[src/dtq_pkg.sv]
// ----------------------------------------------------------------------------
// dtq_pkg: shared constants and types for the deadline timer queue
// Slot geometry, action and cell mode codes, and the cell control bundle.
// ----------------------------------------------------------------------------
`timescale 1ns / 1ps

package dtq_pkg;

    localparam int DEPTH     = 16;
    localparam int TIME_BITS = 48;
    localparam int ID_BITS   = 31;
    localparam int CNT_BITS  = $clog2(DEPTH + 1);

    localparam logic [1:0] ACT_SET    = 2'd0;
    localparam logic [1:0] ACT_CANCEL = 2'd1;
    localparam logic [1:0] ACT_EXPIRE = 2'd2;
    localparam logic [1:0] ACT_NONE   = 2'd3;

    localparam logic [1:0] MODE_HOLD   = 2'd0;
    localparam logic [1:0] MODE_INSERT = 2'd1;
    localparam logic [1:0] MODE_CANCEL = 2'd2;
    localparam logic [1:0] MODE_POP    = 2'd3;

    typedef struct packed {
        logic [TIME_BITS-1:0] dl;
        logic [ID_BITS-1:0]   id;
    } slot_t;

    typedef struct packed {
        logic [1:0]         mode;
        slot_t              new_slot;
        logic [ID_BITS-1:0] cid;
    } cell_ctl_t;

endpackage

[src/dtq_ifs.sv]
// ----------------------------------------------------------------------------
// dtq_ifs: request and response channels of the deadline timer queue
// Valid/ready channels; a transfer happens when valid and ready are high.
// ----------------------------------------------------------------------------
`timescale 1ns / 1ps

interface dtq_req_if;
    logic                          valid;
    logic                          ready;
    logic [1:0]                    action;
    logic [dtq_pkg::TIME_BITS-1:0] now_ms;
    logic [dtq_pkg::ID_BITS-1:0]   delay_ms;
    logic [dtq_pkg::ID_BITS-1:0]   cancel_id;

    modport source (output valid, action, now_ms, delay_ms, cancel_id, input ready);
    modport sink   (input valid, action, now_ms, delay_ms, cancel_id, output ready);
endinterface

interface dtq_rsp_if;
    logic                          valid;
    logic                          ready;
    logic [dtq_pkg::ID_BITS-1:0]   timer_id;
    logic                          status;
    logic                          found;
    logic                          is_expiry;
    logic [dtq_pkg::TIME_BITS-1:0] remaining_ms;
    logic                          last;

    modport source (output valid, timer_id, status, found, is_expiry, remaining_ms, last,
                    input ready);
    modport sink   (input valid, timer_id, status, found, is_expiry, remaining_ms, last,
                    output ready);
endinterface

[src/dtq_cell.sv]
// ----------------------------------------------------------------------------
// dtq_cell: one slot of the sorted timer chain
// Holds a deadline and id; inserts, shifts right, or shifts left on command.
// ----------------------------------------------------------------------------
`timescale 1ns / 1ps

module dtq_cell (
    input  logic               clk,
    input  dtq_pkg::cell_ctl_t ctl,
    input  logic               occ,
    input  dtq_pkg::slot_t     left,
    input  dtq_pkg::slot_t     right,
    input  logic               prev_ahead,
    input  logic               prev_seen,
    output dtq_pkg::slot_t     slot,
    output logic               ahead,
    output logic               seen
);

    dtq_pkg::slot_t slot_reg;
    dtq_pkg::slot_t slot_next;

    assign slot  = slot_reg;
    assign ahead = occ && (slot_reg.dl <= ctl.new_slot.dl);
    assign seen  = prev_seen || (occ && (slot_reg.id == ctl.cid));

    always_comb
    begin
        slot_next = slot_reg;
        case (ctl.mode)
            dtq_pkg::MODE_INSERT:
            begin
                if (!ahead)
                begin
                    slot_next = prev_ahead ? ctl.new_slot : left;
                end
            end
            dtq_pkg::MODE_CANCEL:
            begin
                if (seen)
                begin
                    slot_next = right;
                end
            end
            dtq_pkg::MODE_POP:
            begin
                slot_next = right;
            end
            default:
            begin
                slot_next = slot_reg;
            end
        endcase
    end

    always_ff @(posedge clk)
    begin
        slot_reg <= slot_next;
    end

endmodule

[src/deadline_timer_queue.sv]
// ----------------------------------------------------------------------------
// deadline_timer_queue: bounded deadline-ordered table of one-shot timers
// Set and cancel are accepted in IDLE; EXEC then updates the cell chain and loads
// the response register. Expire pops one due timer per cycle while the response
// register is free, then loads a final response; response back-pressure stalls it.
// Reset (rst_n, async) empties the table and restarts ids at 1; ready at once.
// ----------------------------------------------------------------------------
`timescale 1ns / 1ps

module deadline_timer_queue (
    input  logic          clk,
    input  logic          rst_n,
    dtq_req_if.sink       req,
    dtq_rsp_if.source     rsp
);

    localparam logic [1:0] ST_IDLE   = 2'd0;
    localparam logic [1:0] ST_EXEC   = 2'd1;
    localparam logic [1:0] ST_EXPIRE = 2'd2;

    localparam logic [dtq_pkg::ID_BITS-1:0] ID_MAX = '1;
    localparam logic [dtq_pkg::ID_BITS-1:0] ID_ONE = dtq_pkg::ID_BITS'(1);
    localparam logic [dtq_pkg::CNT_BITS-1:0] CNT_FULL = dtq_pkg::CNT_BITS'(dtq_pkg::DEPTH);

    logic [1:0]                       state_reg, state_next;
    logic [1:0]                       act_reg, act_next;
    logic [dtq_pkg::TIME_BITS-1:0]    now_reg, now_next;
    logic [dtq_pkg::TIME_BITS-1:0]    dl_reg, dl_next;
    logic [dtq_pkg::ID_BITS-1:0]      cid_reg, cid_next;
    logic [dtq_pkg::CNT_BITS-1:0]     cnt_reg, cnt_next;
    logic [dtq_pkg::ID_BITS-1:0]      id_reg, id_next;

    logic                             out_valid_reg, out_valid_next;
    logic [dtq_pkg::ID_BITS-1:0]      out_id_reg, out_id_next;
    logic                             out_status_reg, out_status_next;
    logic                             out_found_reg, out_found_next;
    logic                             out_exp_reg, out_exp_next;
    logic [dtq_pkg::TIME_BITS-1:0]    out_rem_reg, out_rem_next;
    logic                             out_last_reg, out_last_next;

    logic [dtq_pkg::TIME_BITS:0]      sum;
    logic                             req_acc;
    logic                             out_free;
    logic                             out_load;
    logic                             head_due;
    logic [1:0]                       cell_mode;

    dtq_pkg::cell_ctl_t               ctl;
    dtq_pkg::slot_t                   slots [dtq_pkg::DEPTH];
    logic [dtq_pkg::DEPTH-1:0]        occ;
    logic [dtq_pkg::DEPTH:0]          ahead_chain;
    logic [dtq_pkg::DEPTH:0]          seen_chain;

    assign req.ready = (state_reg == ST_IDLE);
    assign req_acc   = req.valid && req.ready;
    assign out_free  = !out_valid_reg || rsp.ready;

    assign sum = {1'b0, req.now_ms}
               + {{(dtq_pkg::TIME_BITS + 1 - dtq_pkg::ID_BITS){1'b0}}, req.delay_ms};

    assign head_due = occ[0] && (slots[0].dl <= now_reg);

    // cell chain
    assign ahead_chain[0] = 1'b1;
    assign seen_chain[0]  = 1'b0;

    assign ctl.mode        = cell_mode;
    assign ctl.new_slot.dl = dl_reg;
    assign ctl.new_slot.id = id_reg;
    assign ctl.cid         = cid_reg;

    genvar gi;
    generate
        for (gi = 0; gi < dtq_pkg::DEPTH; gi++)
        begin : g_cell
            assign occ[gi] = (cnt_reg > dtq_pkg::CNT_BITS'(gi));
            dtq_cell u_cell (
                .clk        (clk),
                .ctl        (ctl),
                .occ        (occ[gi]),
                .left       ((gi == 0) ? ctl.new_slot : slots[(gi == 0) ? 0 : gi - 1]),
                .right      (slots[(gi == dtq_pkg::DEPTH - 1) ? gi : gi + 1]),
                .prev_ahead (ahead_chain[gi]),
                .prev_seen  (seen_chain[gi]),
                .slot       (slots[gi]),
                .ahead      (ahead_chain[gi + 1]),
                .seen       (seen_chain[gi + 1])
            );
        end
    endgenerate

    always_comb
    begin
        state_next      = state_reg;
        act_next        = act_reg;
        now_next        = now_reg;
        dl_next         = dl_reg;
        cid_next        = cid_reg;
        cnt_next        = cnt_reg;
        id_next         = id_reg;
        cell_mode       = dtq_pkg::MODE_HOLD;
        out_load        = 1'b0;
        out_id_next     = out_id_reg;
        out_status_next = out_status_reg;
        out_found_next  = out_found_reg;
        out_exp_next    = out_exp_reg;
        out_rem_next    = out_rem_reg;
        out_last_next   = out_last_reg;

        case (state_reg)
            ST_IDLE:
            begin
                if (req_acc && (req.action != dtq_pkg::ACT_NONE))
                begin
                    act_next   = req.action;
                    now_next   = req.now_ms;
                    cid_next   = req.cancel_id;
                    dl_next    = sum[dtq_pkg::TIME_BITS] ? '1 : sum[dtq_pkg::TIME_BITS-1:0];
                    state_next = (req.action == dtq_pkg::ACT_EXPIRE) ? ST_EXPIRE : ST_EXEC;
                end
            end
            ST_EXEC:
            begin
                if (out_free)
                begin
                    out_load        = 1'b1;
                    out_id_next     = '0;
                    out_status_next = 1'b0;
                    out_found_next  = 1'b0;
                    out_exp_next    = 1'b0;
                    out_rem_next    = '0;
                    out_last_next   = 1'b1;
                    state_next      = ST_IDLE;
                    if (act_reg == dtq_pkg::ACT_SET)
                    begin
                        if (cnt_reg == CNT_FULL)
                        begin
                            out_status_next = 1'b1;
                        end
                        else
                        begin
                            cell_mode   = dtq_pkg::MODE_INSERT;
                            out_id_next = id_reg;
                            cnt_next    = cnt_reg + 1'b1;
                            id_next     = (id_reg == ID_MAX) ? ID_ONE : id_reg + 1'b1;
                        end
                    end
                    else
                    begin
                        cell_mode      = dtq_pkg::MODE_CANCEL;
                        out_found_next = seen_chain[dtq_pkg::DEPTH];
                        if (seen_chain[dtq_pkg::DEPTH])
                        begin
                            cnt_next = cnt_reg - 1'b1;
                        end
                    end
                end
            end
            ST_EXPIRE:
            begin
                if (out_free)
                begin
                    out_load        = 1'b1;
                    out_status_next = 1'b0;
                    out_found_next  = 1'b0;
                    if (head_due)
                    begin
                        cell_mode     = dtq_pkg::MODE_POP;
                        out_id_next   = slots[0].id;
                        out_exp_next  = 1'b1;
                        out_rem_next  = '0;
                        out_last_next = 1'b0;
                        cnt_next      = cnt_reg - 1'b1;
                    end
                    else
                    begin
                        out_id_next   = '0;
                        out_exp_next  = 1'b0;
                        out_rem_next  = occ[0] ? (slots[0].dl - now_reg) : '0;
                        out_last_next = 1'b1;
                        state_next    = ST_IDLE;
                    end
                end
            end
            default:
            begin
                state_next = ST_IDLE;
            end
        endcase

        if (out_load)
        begin
            out_valid_next = 1'b1;
        end
        else if (rsp.ready)
        begin
            out_valid_next = 1'b0;
        end
        else
        begin
            out_valid_next = out_valid_reg;
        end
    end

    always_ff @(posedge clk or negedge rst_n)
    begin
        if (!rst_n)
        begin
            state_reg     <= ST_IDLE;
            cnt_reg       <= '0;
            id_reg        <= ID_ONE;
            out_valid_reg <= 1'b0;
        end
        else
        begin
            state_reg     <= state_next;
            cnt_reg       <= cnt_next;
            id_reg        <= id_next;
            out_valid_reg <= out_valid_next;
        end
    end

    always_ff @(posedge clk)
    begin
        act_reg        <= act_next;
        now_reg        <= now_next;
        dl_reg         <= dl_next;
        cid_reg        <= cid_next;
        out_id_reg     <= out_id_next;
        out_status_reg <= out_status_next;
        out_found_reg  <= out_found_next;
        out_exp_reg    <= out_exp_next;
        out_rem_reg    <= out_rem_next;
        out_last_reg   <= out_last_next;
    end

    assign rsp.valid        = out_valid_reg;
    assign rsp.timer_id     = out_id_reg;
    assign rsp.status       = out_status_reg;
    assign rsp.found        = out_found_reg;
    assign rsp.is_expiry    = out_exp_reg;
    assign rsp.remaining_ms = out_rem_reg;
    assign rsp.last         = out_last_reg;

`ifndef NO_ASSERTIONS
    a_cnt_bound: assert property (@(posedge clk) disable iff (!rst_n)
        cnt_reg <= CNT_FULL)
        else $error("entry count beyond table depth");

    a_id_nonzero: assert property (@(posedge clk) disable iff (!rst_n)
        id_reg != '0)
        else $error("id counter reached zero");

    a_head_sorted: assert property (@(posedge clk) disable iff (!rst_n)
        occ[1] |-> (slots[0].dl <= slots[1].dl))
        else $error("chain head out of deadline order");

    a_expiry_src: assert property (@(posedge clk) disable iff (!rst_n)
        (out_load && out_exp_next) |-> (state_reg == ST_EXPIRE) && head_due)
        else $error("expiry response outside expire pass");

    a_accept_exec: assert property (@(posedge clk) disable iff (!rst_n)
        (req_acc && (req.action == dtq_pkg::ACT_SET || req.action == dtq_pkg::ACT_CANCEL))
        |=> (state_reg == ST_EXEC))
        else $error("set or cancel request not executed");
`endif

endmodule

[src/flat_wrapper.sv]
// flat-port wrapper written by rule: the top's interface ports become plain ports
module deadline_timer_queue_flat 
  (clk, rst_n, req_valid, req_action, req_now_ms, req_delay_ms, req_cancel_id, req_ready, rsp_valid, rsp_timer_id, rsp_status, rsp_found, rsp_is_expiry, rsp_remaining_ms, rsp_last, rsp_ready);
  dtq_req_if req_i ();
  dtq_rsp_if rsp_i ();
  input  logic clk;
  input  logic rst_n;
  input wire logic [$bits(req_i.valid)-1:0] req_valid;
  input wire logic [$bits(req_i.action)-1:0] req_action;
  input wire logic [$bits(req_i.now_ms)-1:0] req_now_ms;
  input wire logic [$bits(req_i.delay_ms)-1:0] req_delay_ms;
  input wire logic [$bits(req_i.cancel_id)-1:0] req_cancel_id;
  output wire logic [$bits(req_i.ready)-1:0] req_ready;
  output wire logic [$bits(rsp_i.valid)-1:0] rsp_valid;
  output wire logic [$bits(rsp_i.timer_id)-1:0] rsp_timer_id;
  output wire logic [$bits(rsp_i.status)-1:0] rsp_status;
  output wire logic [$bits(rsp_i.found)-1:0] rsp_found;
  output wire logic [$bits(rsp_i.is_expiry)-1:0] rsp_is_expiry;
  output wire logic [$bits(rsp_i.remaining_ms)-1:0] rsp_remaining_ms;
  output wire logic [$bits(rsp_i.last)-1:0] rsp_last;
  input wire logic [$bits(rsp_i.ready)-1:0] rsp_ready;
  assign req_i.valid = req_valid;
  assign req_i.action = req_action;
  assign req_i.now_ms = req_now_ms;
  assign req_i.delay_ms = req_delay_ms;
  assign req_i.cancel_id = req_cancel_id;
  assign req_ready = req_i.ready;
  assign rsp_valid = rsp_i.valid;
  assign rsp_timer_id = rsp_i.timer_id;
  assign rsp_status = rsp_i.status;
  assign rsp_found = rsp_i.found;
  assign rsp_is_expiry = rsp_i.is_expiry;
  assign rsp_remaining_ms = rsp_i.remaining_ms;
  assign rsp_last = rsp_i.last;
  assign rsp_i.ready = rsp_ready;
  deadline_timer_queue u_core (.clk(clk), .rst_n(rst_n), .req(req_i), .rsp(rsp_i));
endmodule
[config.mk]
export PLATFORM = sky130hd
export DESIGN_NAME = deadline_timer_queue_flat
export DESIGN_NICKNAME = d
export VERILOG_FILES = /design/src/dtq_pkg.sv /design/src/dtq_ifs.sv /design/src/dtq_cell.sv /design/src/deadline_timer_queue.sv /design/src/flat_wrapper.sv
export SDC_FILE = /design/constraint.sdc
export NUM_CORES = 2
export LEC_CHECK = 0
export BUFFER_PORTS_ARGS = -buffer_cell sky130_fd_sc_hd__buf_2
export CORE_ASPECT_RATIO = 0.5
export CORE_UTILIZATION = 45
export CTS_CLUSTER_DIAMETER = 120
export DETAILED_ROUTE_END_ITERATION = 6
export GPL_TIMING_DRIVEN = 0
export PLACE_DENSITY_LB_ADDON = 0.25
export SLEW_MARGIN = 20
export SYNTH_ARGS = -nofsm -noshare
export SYNTH_HDL_FRONTEND = slang
export SYNTH_SLANG_ARGS = --single-unit
[constraint.sdc]
create_clock -name clk -period 12.65 [get_ports clk]
set_clock_uncertainty 0.05 [all_clocks]
set_input_delay 1.265 -clock clk [delete_from_list [all_inputs] [get_ports clk]]
set_output_delay 1.265 -clock clk [all_outputs]
set_load 0.005 [all_outputs]
---- Word level (Yosys, flattened, before mapping) ----
Index checks and enable logic that the tools add are counted.
cells by class
  $add $sub $neg .......................... 5
  magnitude comparators ................... 33
  eq/ne operators ......................... 62
  muxes and demuxes ....................... 110
  bitwise gates (word level) .............. 2
  reductions and logical operators ........ 79
operator list
  cell                                                                  number
  79-bit two-way mux                                                    45
  79-bit case mux with 3 select lines                                   15
  48-bit less-or-equal comparator                                       17
  31-bit equality test                                                  16
  48-bit two-way mux                                                    4
  31-bit two-way mux                                                    6
  48-bit case mux with 2 select lines                                   1
  2-bit != test, second input constant                                  33
  31-bit case mux with 2 select lines                                   1
  48-bit by 31-bit adder with 49-bit output                             1
  3-bit AND reduction                                                   16
  48-bit subtractor                                                     1
  5-bit by 4-bit > comparator with 1-bit output, second input constant  8
  1-bit logical AND                                                     35
  31-bit by 1-bit adder with 31-bit output, second input constant       1
  31-bit equality test, second input constant                           1
  5-bit two-way mux                                                     6
  5-bit by 3-bit > comparator with 1-bit output, second input constant  4
  2-bit two-way mux                                                     9
  1-bit logical OR                                                      16
  1-bit two-way mux                                                     16
  5-bit by 1-bit > comparator with 1-bit output, second input constant  2
  5-bit by 2-bit > comparator with 1-bit output, second input constant  2
  5-bit case mux with 2 select lines                                    1
  other kinds (20)                                                      34
word-level totals
  register bits after elaboration ......... 1515
  bits of input ports ..................... 116
  output and inout bits ................... 85
  logic and storage cells ................. 337

---- Depth between registers and ports, before layout ----
  depth after elaboration ................. 21
  depth in mapped cells ................... 18
  mapped depth without buffers ............ 14

---- By module ----
A second synthesis with hierarchy kept.
second synthesis, totals
  cells, all modules ...................... 10203
  area, all modules ....................... 102844.9 um^2
modules (own cells, without submodules)
  module                                   instances  cells an instance  area each (um^2)  sequential area each (um^2)
  dtq_cell at u_core.g_cell[0].u_cell ...  15         555                5546.6            2372.3
  deadline_timer_queue                     1          1315               14084.8           7343.3
  dtq_cell at u_core.g_cell[9].u_cell      1          563                5561.6            2372.3

---- Worst setup path after synthesis ----
Ideal clock, no wire load.
  path kind ............................... register -> register
  from .................................... reg u_core.g_cell[0].u_cell.slot_reg, in the netlist u_core.g_cell[0].u_cell.slot[31]
  to ...................................... reg u_core.g_cell[15].u_cell.slot_reg, in the netlist u_core.g_cell[15].u_cell.slot[0], enable pin
  setup time .............................. 0.739 ns
  data arrival time ....................... 10.896 ns
  data required time ...................... 11.861 ns
  setup slack ............................. 0.965 ns
  stages on the path, launching flop included .. 17
  buffers on the path ..................... 3
  clock period less this slack ............ 11.685 ns
  path through ............................ edfxtp_1 inv_1 ha_1 fa_1 nand2b_1 a211oi_1 nor4b_1 o21ai_1 a32oi_1 nand2_1 nor2_4 inv_2 a21oi_4 buf_4 buf_4 buf_4 nor4b_1
on the way
  longest elaborated chain between the ends .. 7
RTL lines
  item                                            RTL line                     source
  from (decl)                                     dtq_cell.sv:20               dtq_pkg::slot_t slot_reg;
  from (signal assigned)                          dtq_cell.sv:58               slot_reg <= slot_next;
  48-bit less-or-equal comparator                 deadline_timer_queue.sv:61   assign head_due = occ[0] && (slots[0].dl <= now_reg);
  1-bit logical AND                               deadline_timer_queue.sv:61
  2-bit two-way mux                               deadline_timer_queue.sv:166  if (head_due)
  2-bit two-way mux                               deadline_timer_queue.sv:161  if (out_free)
  2-bit case mux with 2 select lines              deadline_timer_queue.sv:110  case (state_reg)
  2-bit by 1-bit equality test with 1-bit output  dtq_cell.sv:30               case (ctl.mode)
  2-bit AND reduction (no source line)            -
  to (signal assigned)                            dtq_cell.sv:58
  to (decl)                                       dtq_cell.sv:20
Every way passes these cells.
A chain may end at the register's enable or synchronous reset.

---- Worst setup path in the final report ----
  from .................................... reg u_core.g_cell[0].u_cell.slot_reg, in the netlist u_core.g_cell[0].u_cell.slot[47]
  to ...................................... reg u_core.g_cell[13].u_cell.slot_reg, in the netlist u_core.g_cell[13].u_cell.slot[58], enable pin
on the way
  longest elaborated chain between the ends .. 8
  elaborated cells between the ends (all ways) .. 12
  those cells by class .................... order compare (1); eq/ne (5); mux (3); reduce/logical (3)
RTL lines
  item                                                                                   RTL line
  48-bit less-or-equal comparator *                                                      deadline_timer_queue.sv:61
  1-bit logical AND *                                                                    deadline_timer_queue.sv:61
  2-bit two-way mux *                                                                    deadline_timer_queue.sv:166
  2-bit two-way mux *                                                                    deadline_timer_queue.sv:161
  2-bit case mux with 2 select lines *                                                   deadline_timer_queue.sv:110
  2-bit equality test or 2-bit by 1-bit equality test with 1-bit output (tied branches)  dtq_cell.sv:30
  2-bit != test (no source line) or 3-bit nonzero test (tied branches)                   -
  3-bit AND reduction (no source line) *                                                 -
  to (signal assigned)                                                                   dtq_cell.sv:58
  to (decl)                                                                              dtq_cell.sv:20
Every way passes the cells marked *; elsewhere a longest branch is shown, timed or not.

==> results.md <==
* Status: finished, final reports clean
* CP Data Arrival Time at 9720 ps
* Core Rows at about 120
* Final Net Count at 11040
* Hold Slack at 269.1 ps
* CTS Buf Count at 163
* Shortest period the worst path allows at approximately 9200 ps
* WP data required at 13120 ps
* Max Slew Vio Count at 0
* Syn nets at 10530
* Critical path class: reg -> reg
* Layout Cells excl Fill at 13200
* Slew margin rel. at 10.24%
* Clock sinks at between 1500 and 2000
* Clk_lat worst skew at 880 ps
* Reg2reg setup slack at ~3400 ps
* Synth cell types at 81
* Post-synth EDFFs at between 1000 and 1500
* Final hold vios at 0
* Post-Syn Area per Cell at between 10 and 15 µm²
* Top delay family on crit path: simple AND/OR/NAND/NOR gates
* Top-count cell post-synth: nand2_1
* Core area at 0.2183 mm²
* Cts-stage hold buffer count at 0
* PortBufs at 200
* Ys flop type: edfxtp_1
* Initial DRC count at 14790
* CTS Root Cell: clkbuf_16
* Largest cells by area after synthesis: edfxtp_1 (45%), ha_1 (11%), mux2i_1 (8.0%), nand2_1 (5.8%), o21ai_1 (3.8%)
* Pwr per Cell Area at a little under 200 mW/mm²
* TritonRoute pass-1 iters at 7
* Worst Reg2Reg Path Length in Cells at 17
* Residual DRC at 0
* Die Y-Extent at 334.0 µm
* Setup violators final at 0
* Post-CTS Setup Bufs at 0
* Area grow syn2layout at 13.74%
* Starting Density at 45.45%
* Via count at 88690
* Clock-pin slew on the worst setup and hold paths at around 70 ps
* Critical path buffers and inverters at 7
* Async SR Flop Fraction at 2.574%
* Post-CTS sizing at 0
* Max reg flops at 1264
* Area of the mapped netlist at a little under 0.1 mm²
* CTS tree: built
* Synthesized flop and latch total at 1515
* Slowest stage delay, CP at between 1000 and 1500 ps
* R2R Path End: u_core.g_cell[13].u_cell.slot[58]$_DFFE_PP_
* Final wirelength at 497100 µm
* Total grt overflow at 0
* Final Cycle Share at approximately three quarters
* Drt wl/cell at between 30 and 40 µm
* Largest net degree at the start of global routing at 44
* Mapped Cells at 9555
* H-tree levels at 4
* Number of global-route vias before repair at roughly 80000
* # IOs at 201
* Layout cells sized above 1 at 9.627%
* Startpoint type of the worst setup path: flip-flop
* Worst Setup End Kind: flip-flop
* Area share of the largest cell type after synthesis at between 40% and 50%
* Initial antenna violation count at 59
* Final ANT Viol Nets at 0
* YS warnings at 0
* P_leak at 43.68 nW
* Critical path cell sequence: ha_1 > clkbuf_1 > nand4_1 > nor4_1 > nand3_1 > o21ai_0 > nand2_1 > nor2_4 > inv_2 > a21oi_4 > buf_4 > buf_4 > buf_4 > buf_4 > o21ai_0 > nand2_4 > buf_16
* Design Area, Final at 0.1129 mm²
* GR Util All Layers at about 43%
* Max Cap Viol at 0
* Sequential cell area fraction in the yosys report at a little under half
* Top post-synthesis cells by count: nand2_1 (1542), edfxtp_1 (1476), ha_1 (857)
* Maximum vdd drop at 159.5 µV
* Gp weighted congestion at about 1.1
* Worst-Margin Slew at 1346 ps
* Routed vias/inst at 6.721
* Max Root-Sink Buffers at 4
* F_max at about 110 MHz
* RSZ-0062 raised after global routing: false
* Area leader, netlist: edfxtp_1
* Worst min-delay path class: in -> async
* DPL Wire Length at 394800 µm
* First-pass GRT wire length at 669700 µm
* Worst r2r src: u_core.g_cell[0].u_cell.slot[47]$_DFFE_PP_
* Placed Cells at 12850
* Crit path max fanout at 32
* Critical path's most frequent cell: buf_4
* Die ar. at 0.2225 mm²
* Die X at around 670 µm
* Fill cells at 20170
* Critical-path top delay cell: nor4_1
* DP Area at around 0.11 mm²
-- layout by cell type (no fill, tap or decap), drive strengths merged, types with 9 or more instances in the layout --
master / netlist / layout
a2111oi: 15 / 15
o31ai: 11 / 11
and2: 11 / 11
or3: 16 / 16
a211oi: 27 / 27
nand4: 252 / 252
and3: 30 / 30
diode: 0 / 54
nor4: 101 / 101
buf: 227 / 574
mux2i: 790 / 790
nand2: 1542 / 1542
and4: 25 / 25
nor2: 228 / 228
nand3: 394 / 394
a221oi: 9 / 9
inv: 157 / 157
ha: 857 / 857
mux2: 80 / 80
a21boi: 10 / 10
a21oi: 277 / 277
nand2b: 30 / 30
nor2b: 68 / 68
xor2: 304 / 304
o211ai: 329 / 329
o21bai: 18 / 18
a31oi: 15 / 15
clkbuf: 412 / 627
a22o: 35 / 35
edfxtp: 1476 / 1476
xnor2: 298 / 298
a21o: 269 / 269
nor3: 70 / 70
dfrtp: 38 / 38
o21a: 44 / 44
bufinv: 0 / 17
clkinv: 0 / 52
o21ai: 990 / 990
-- how the worst max path moves through the flow --
stage / start / depth (start not counted) / endpoint / slack [ps]
2_1_floorplan: u_core.g_cell[0].u_cell.slot[31]$_DFFE_PP_ / 16 / u_core.g_cell[15].u_cell.slot[0]$_DFFE_PP_ / 970
5_1_grt: u_core.g_cell[0].u_cell.slot[47]$_DFFE_PP_ / 17 / u_core.g_cell[13].u_cell.slot[58]$_DFFE_PP_ / 3840
3_5_place_dp: u_core.g_cell[0].u_cell.slot[66]$_DFFE_PP_ / 17 / u_core.g_cell[13].u_cell.slot[47]$_DFFE_PP_ / 4060
3_3_place_gp: u_core.g_cell[0].u_cell.slot[67]$_DFFE_PP_ / 14 / u_core.g_cell[15].u_cell.slot[51]$_DFFE_PP_ / -13880
4_1_cts: u_core.g_cell[0].u_cell.slot[66]$_DFFE_PP_ / 17 / u_core.g_cell[13].u_cell.slot[60]$_DFFE_PP_ / 4040
6_report: u_core.g_cell[0].u_cell.slot[47]$_DFFE_PP_ / 17 / u_core.g_cell[13].u_cell.slot[58]$_DFFE_PP_ / 3400
-- layer usage --
metal / wire length (µm) / GRT usage, % / share of wire [%] / vias to the layer above
li1: - / - / - / 36690
met1: 198400 / 59.32 / 40 / 43780
met2: 193700 / 58.69 / 39 / 6953
met3: 71100 / 15.54 / 14 / 1220
met4: 33360 / 24.01 / 6.7 / 52
met5: 428 / 0.3008 / 0.086 / -
-- stage by stage --
stage                     TNS (ps)  worst slack, ps  power, mW  utilization, %
after floorplan                  0            965.5      12.10               -
after global placement    -4987280           -13880      15.89           47.60
after detailed placement         0             4060      16.22           49.19
after CTS                        0             4038      21.26           51.61
after global routing             0             3843      22.21           51.65
final                            0             3400      21.83           51.70
-- cell families (layout without fill, tap and decap cells) --
group / Yosys count / count (layout) / synth area share (%)
AO/OA/AOI/OAI: 2120 / 2120 / 13.02
other: 0 / 54 / 0
multiplexers: 870 / 870 / 8.877
flip-flops: 1515 / 1515 / 45.65
buffers and inverters: 796 / 1431 / 3.601
adder cells (fa/ha/maj): 859 / 859 / 10.85
XOR/XNOR: 602 / 602 / 5.314
AND/OR/NAND/NOR: 2793 / 2793 / 12.68
-- power by group --
part | switching [mW] | internal, mW
clock network | 2.29 | 2.86
logic | 6.82 | 2.98
registers | 0.306 | 6.58
total | 9.41 | 12.4
-- cell type report --
type                       count  area (µm²)  area share [%]
timing repair buffer         347        4004           3.548
clock buffer                 215        4522           4.007
inverter                     157       594.3          0.5266
sequential                  1515       45300           40.14
multi-input combinational   7244       50810           45.02
clock inverter                73       769.5          0.6818
buffer                       639        3035           2.690
tap                         2952        3694           3.273
antenna                       54       135.1          0.1197
Note: power is estimated with default switching activity, not from simulation.
